<file path="src/unsigned_decimal_formatter_assert.svh">
// Assertion macros used by the unsigned decimal formatter datapath.
// Expects clk_i and rst_ni in the scope of the module that uses them.
`ifndef UNSIGNED_DECIMAL_FORMATTER_ASSERT_SVH
`define UNSIGNED_DECIMAL_FORMATTER_ASSERT_SVH

// Clocked assertion that is switched off while reset is asserted.
`define UDF_ASSERT(lbl, prop, msg) \
  lbl: assert property (@(posedge clk_i) disable iff (!rst_ni) prop) else $error(msg);

// Implication form: when the trigger holds, the consequence holds in the next cycle.
`define UDF_ASSERT_NEXT(lbl, trig, cons, msg) \
  `UDF_ASSERT(lbl, (trig) |=> (cons), msg)

`endif

</file>
<file path="src/udf_pkg.sv">
// Package for the unsigned decimal formatter: constants, controller state type
// and the command and status structs between controller and datapath. No dependencies.
`default_nettype none

package udf_pkg;

  // Widest conversion, in characters.
  localparam logic [6:0] MAX_CHARS = 7'd64;

  // ASCII codes used for padding and digits.
  localparam logic [7:0] CH_ZERO  = 8'h30;
  localparam logic [7:0] CH_SPACE = 8'h20;

  // A 32-bit value has at most ten decimal digits.
  localparam int unsigned NUM_DIGITS = 10;

  // floor(n / 10) == (n * RECIP_TEN) >> RECIP_SHIFT for every 32-bit n.
  localparam logic [31:0] RECIP_TEN   = 32'hCCCC_CCCD;
  localparam int unsigned RECIP_SHIFT = 35;

  typedef enum logic [1:0] {
    ST_IDLE,
    ST_CONV,
    ST_PREP,
    ST_EMIT
  } udf_state_e;

  typedef struct packed {
    logic load;   // capture a new item
    logic step;   // peel off one decimal digit
    logic prep;   // work out body, padding and total length
    logic emit;   // move one character into the output register
  } udf_cmd_t;

  typedef struct packed {
    logic conv_last;   // the quotient of this digit step is zero
    logic total_zero;  // the conversion has no characters
    logic emit_last;   // the character at the current position is the final one
    logic out_free;    // the output register can take a character
  } udf_sts_t;

endpackage

`default_nettype wire

</file>
<file path="src/udf_ctrl.sv">
// Controller of the unsigned decimal formatter: sequences capture, digit
// extraction, layout and emission. Depends on udf_pkg.
`default_nettype none

module udf_ctrl
  import udf_pkg::*;
(
  input  wire logic     clk_i,
  input  wire logic     rst_ni,
  input  wire logic     in_valid_i,
  output logic          in_ready_o,
  input  wire udf_sts_t sts_i,
  output udf_cmd_t      cmd_o
);

  udf_state_e state_q, state_d;

  always_ff @(posedge clk_i or negedge rst_ni) begin
    if (!rst_ni) begin
      state_q <= ST_IDLE;
    end else begin
      state_q <= state_d;
    end
  end

  always_comb begin
    state_d = state_q;
    unique case (state_q)
      ST_IDLE: begin
        if (in_valid_i) state_d = ST_CONV;
      end
      ST_CONV: begin
        if (sts_i.conv_last) state_d = ST_PREP;
      end
      ST_PREP: begin
        state_d = sts_i.total_zero ? ST_IDLE : ST_EMIT;
      end
      ST_EMIT: begin
        if (sts_i.out_free && sts_i.emit_last) state_d = ST_IDLE;
      end
      default: state_d = ST_IDLE;
    endcase
  end

  always_comb begin
    in_ready_o = 1'b0;
    cmd_o      = '0;
    unique case (state_q)
      ST_IDLE: begin
        in_ready_o = 1'b1;
        cmd_o.load = in_valid_i;
      end
      ST_CONV: cmd_o.step = 1'b1;
      ST_PREP: cmd_o.prep = 1'b1;
      ST_EMIT: cmd_o.emit = sts_i.out_free;
      default: cmd_o = '0;
    endcase
  end

endmodule

`default_nettype wire

</file>
<file path="config.mk">
export PLATFORM = sky130hd
export DESIGN_NAME = udf_ctrl
export DESIGN_NICKNAME = d
export VERILOG_FILES = /design/src/unsigned_decimal_formatter_assert.svh /design/src/udf_pkg.sv /design/src/udf_ctrl.sv
export SDC_FILE = /design/constraint.sdc
export NUM_CORES = 1
export LEC_CHECK = 0
export BUFFER_PORTS_ARGS = -buffer_cell sky130_fd_sc_hd__buf_2
export CORE_AREA = 4 4 41 43
export CTS_BUF_LIST = sky130_fd_sc_hd__clkbuf_4 sky130_fd_sc_hd__clkbuf_8 sky130_fd_sc_hd__clkbuf_16
export DETAILED_ROUTE_END_ITERATION = 16
export DIE_AREA = 0 0 45 47
export GPL_TIMING_DRIVEN = 0
export HOLD_SLACK_MARGIN = 0.02
export PLACE_DENSITY = 0.36
export SYNTH_ARGS = -nofsm -noshare
export SYNTH_HDL_FRONTEND = slang
export SYNTH_SLANG_ARGS = --single-unit
</file>
<file path="constraint.sdc">
create_clock -name clk_i -period 1.05 [get_ports clk_i]
set_input_delay 0.21 -clock clk_i [delete_from_list [all_inputs] [get_ports clk_i]]
set_output_delay 0.21 -clock clk_i [all_outputs]
set_load 0.03 [all_outputs]
</file>
# Word-level counts from Yosys, hierarchy flattened
# Index checks and enable logic that the tools add are counted.
op_classes:
  addsub: 0
  multipliers: 0
  div: 0
  n_lt_le_gt_ge: 0
  eq_ne: 6
  n_shift: 0
  muxes: 10
  bitwise_logic: 0
  reduce_logical: 3
op_table:
  columns: ["op", "n"]
  rows:
  - ["two-way mux 2 bit", 4]
  - ["case mux 2 bit (4 select lines)", 1]
  - ["inequality test 2 bit (second input constant)", 3]
  - ["two-way mux 1 bit", 5]
  - ["== test 2 bit (second input constant)", 2]
  - ["AND reduction 3 bit", 1]
  - ["== test 2 x 1 -> 1 bit (second input constant)", 1]
  - ["logical NOT 2 bit", 1]
  - ["logical AND 1 bit", 1]
totals:
  reg_bits: 2
  latch_bits: 0
  mem_bits_rw: 0
  romBits: 0
  in_bits: 7
  output_inout_bits: 5
  wordCells: 20
  n_memories: 0

# Logic depth before layout (Yosys ltp)
depth:
  ltp_word: 3
  depth_mapped: 2
  depth_no_buf: 2

# Least setup slack after synthesis
# No wires, ideal clock.
synth_path:
  path_kind: "register to output"
  start: "register state_q[0]"
  end: "output port cmd_o[3] in the netlist's numbering"
  t_arrival_ns: 1.264
  required_time_ns: 0.840
  setup_slack_ns: -0.424
  path_stages_with_launch: 3
  path_buffers: 0
  cell_sequence: "dfrtp_1 nor2_1 and2_1"
synth_lines:
  columns: ["item", "line", "rtl"]
  rows:
  - ["start, declared", "udf_ctrl.sv:16", "udf_state_e state_q, state_d;"]
  - ["start signal, assigned", "udf_ctrl.sv:22", "state_q <= state_d;"]
  - ["end, declared", "udf_ctrl.sv:13", "output udf_cmd_t cmd_o"]

==> run_results.csv <==
group,metric,value,unit
drt,drtPass1Iterations,1,
layout,multiInputGateArea,103.9,sq um
clock_tree,numCtsBuffers,3,
power,power_leakage,0.1664,nW
sta,slew_headroom,88.13,%
layout,largest_reg_flops,2,
worst_setup_path,cp.arrival,1050,ps
global_routing,grt_usage,6.329,%
worst_setup_path,cp.required,840,ps
worst_setup_path,reg2reg_to,"state_q[0]",
power,max-vdd-ir-drop,0.0007305,V
worst_setup_path,path_cells,"nor2_4 -> and2_4 -> buf_6",
layout,synthToLayoutAreaGrowth,117.6,%
worst_setup_path,worstPathMaxFanout,5,
worst_setup_path,startpoint_type,"flip-flop",
clock_tree,clk_pin_slew,30,ps
sta,finClkSkew,1.561,ps
synth,yosysTopAreaCell,"dfrtp_1",
drt,viasPerCell,3.708,
drt,drc,0,
global_routing,grt_max_degree,7,
place,dp_slack,-143.6,ps
worst_setup_path,critPathKind,"flip-flop to output pin",
global_routing,grt_remaining_overflow,0,
sta,timing.final.max_slew_violations,0,
worst_setup_path,r2r_setup_slack,-130,ps
global_routing,first_global_vias,209,
drt,vias,178,
synth,syn_nets,22,
global_routing,antenna_found_initial,0,
power,power.density,3240,nW/um^2
sta,worst_pin_slew,177.7,ps
layout,antenna_cells,0,
layout,utilization,24.90,%
drt,wl_per_cell,10.25,um
sta,finalWorstSetupSlack,-205.2,ps
die,start_util,11.44,%
drt,ant_nets,0,
clock_tree,htreeDepth,1,
sta,min_period,1255,ps
synth,synth_edf_count,0,
worst_setup_path,cp_slowest_cell,"dfrtp_2",
status,violations,"setup timing",
synth,synth_top_area_share,33.61,%
synth,ys_async_sr_fraction,100.0,%
sta,hold_viol,0,
die,io_pins,12,
clock_tree,cts-root-buf,"clkbuf_4",
worst_setup_path,reg2reg_depth,2,
die,die_w,45,um
worst_setup_path,slowest_delay,440,ps
synth,ys.flop_type,"dfrtp_1",
clock_tree,cts_tree,"done",
synth,yosysWarnings,0,
clock_tree,cts_sinks,2,
place,routabilityCongestion,0.5978,
place,io_buffers,11,
synth,synth_common_cells,"2 x dfrtp_1, 2 x inv_1",
synth,syn_area,148.9,sq um
layout,finalNetCount,42,
layout,reg_top3,"state_q: 2 flops",
die,core-area,1301,sq um
sta,holdWs,299.2,ps
synth,yosysSeqAreaShare,33.61,%
sta,finalCritPeriodShare,119.5,%
synth,synth-seq-cells,2,
worst_setup_path,r2r_start,"state_q[0]",
sta,fmax,796.7,MHz
die,dieHeight,47,um
die,die-area,2115,sq um
run,drv_cap,0,
synth,synth.area.top_cells,"dfrtp_1 34%, mux4_2 15%, a211o_1 5.9%, and2b_2 5.9%, and3b_1 5.9%",
sta,rsz0062_at_grt,"yes",
die,num_rows,13,
synth,synth_area_per_cell,9.926,sq um
global_routing,grt_pass1_wl,862,um
layout,top_register,"state_q",
worst_setup_path,critPathCaptureType,"output pin",
sta,finalSetupViolations,7,
clock_tree,clkLatencyLatePin,230,ps
layout,drive_gt1_share,78.79,%
drt,drtIter0Drc,0,
synth,synth.lib_cells_used.distinct,13,
worst_hold_path,min_path_type,"input port to async pin",
layout,n_fill_cell,161,
drt,routed_wirelength,492,um
clock_tree,cts_buffer_depth,2,
synth,syn_inst,15,
status,status,"finished, violations left",
sta,setup-tns-final,-1097,ps
layout,register_area,52.55,sq um
where the power goes:
part / leakage [nW] / internal [W] / total, W / switching [W]
Combinational: 0.131 / 0.000374 / 0.000679 / 0.000304
Sequential: 0.0217 / 0.000124 / 0.000199 / 0.0000748
Clock: 0.0138 / 0.000126 / 0.000172 / 0.0000461
Total: 0.166 / 0.000625 / 0.00105 / 0.000425
timing repair:
action | CTS | global route
hold buffers | 1 | 0
buffers inserted | 2 | 1
setup endpoints to repair | 7 | 7
gates cloned | 0 | 0
endpoints found under the hold margin | 2 | 0
gates resized for setup | 10 | 3
pin swaps | 2 | 0
worst max path at each step:
stage / start / to / slack (ps) / cells after the start
floorplan: state_q[0] / state_q[0] / -70 / 1
global placement: state_q[0] / state_q[0] / -140 / 1
detailed placement: state_q[0] / state_q[0] / -140 / 1
CTS: state_q[0] / cmd_o[3] / -210 / 3
global route: state_q[0] / cmd_o[3] / -240 / 3
finish: state_q[0] / cmd_o[3] / -210 / 3
final cells by class:
class                      count  share of cell area (%)
multi-input combinational     11                   32.05
sequential                     2                   16.22
inverter                       2                   2.317
tap                           15                   5.792
clock buffer                   3                   6.950
timing repair buffer          15                   36.68
placed cells by master (no fill, tap or decap), drive strengths merged:
master,instances
nand2,1
a211o,1
clkbuf,3
buf,14
inv,2
and2b,1
and3b,1
nor3b,1
mux4,1
nor2b,1
and2,2
nor2,1
dfrtp,2
dlygate4sd3,1
and3,1
worst max-delay path, delay by kind of cell (launching register included):
family	cells	cell delay [ps]
flip-flops	1	440
buffers and inverters	1	120
AND/OR/NAND/NOR	2	260
stage by stage:
step | std cells | total power (W) | area (sq um)
floorplan | 15 | 0.0005431 | 161.4
global placement | 41 | 0.0006604 | 235.2
detailed placement | 41 | 0.0006702 | 235.2
CTS | 47 | 0.001011 | 310.3
global route | 48 | 0.001128 | 324.1
finish | 48 | 0.001050 | 324.1
cell families after synthesis:
logic type | after synthesis | synth area share, %
DFF | 2 | 33.61
buffers and inverters | 2 | 5.044
and+or+nand+nor | 9 | 40.34
muxes | 1 | 15.12
AOI/OAI and AO/OA | 1 | 5.883
metal layers:
metal / wire length [um] / global-route usage, % / vias to the layer above
met1: 152 / 4.566 / 88
met2: 327 / 11.02 / 2
met5: 0 / 0 / -
li1: - / - / 88
met4: 0 / 7.018 / 0
met3: 11 / 3.448 / 0
Power figures use the tool's default switching activity.
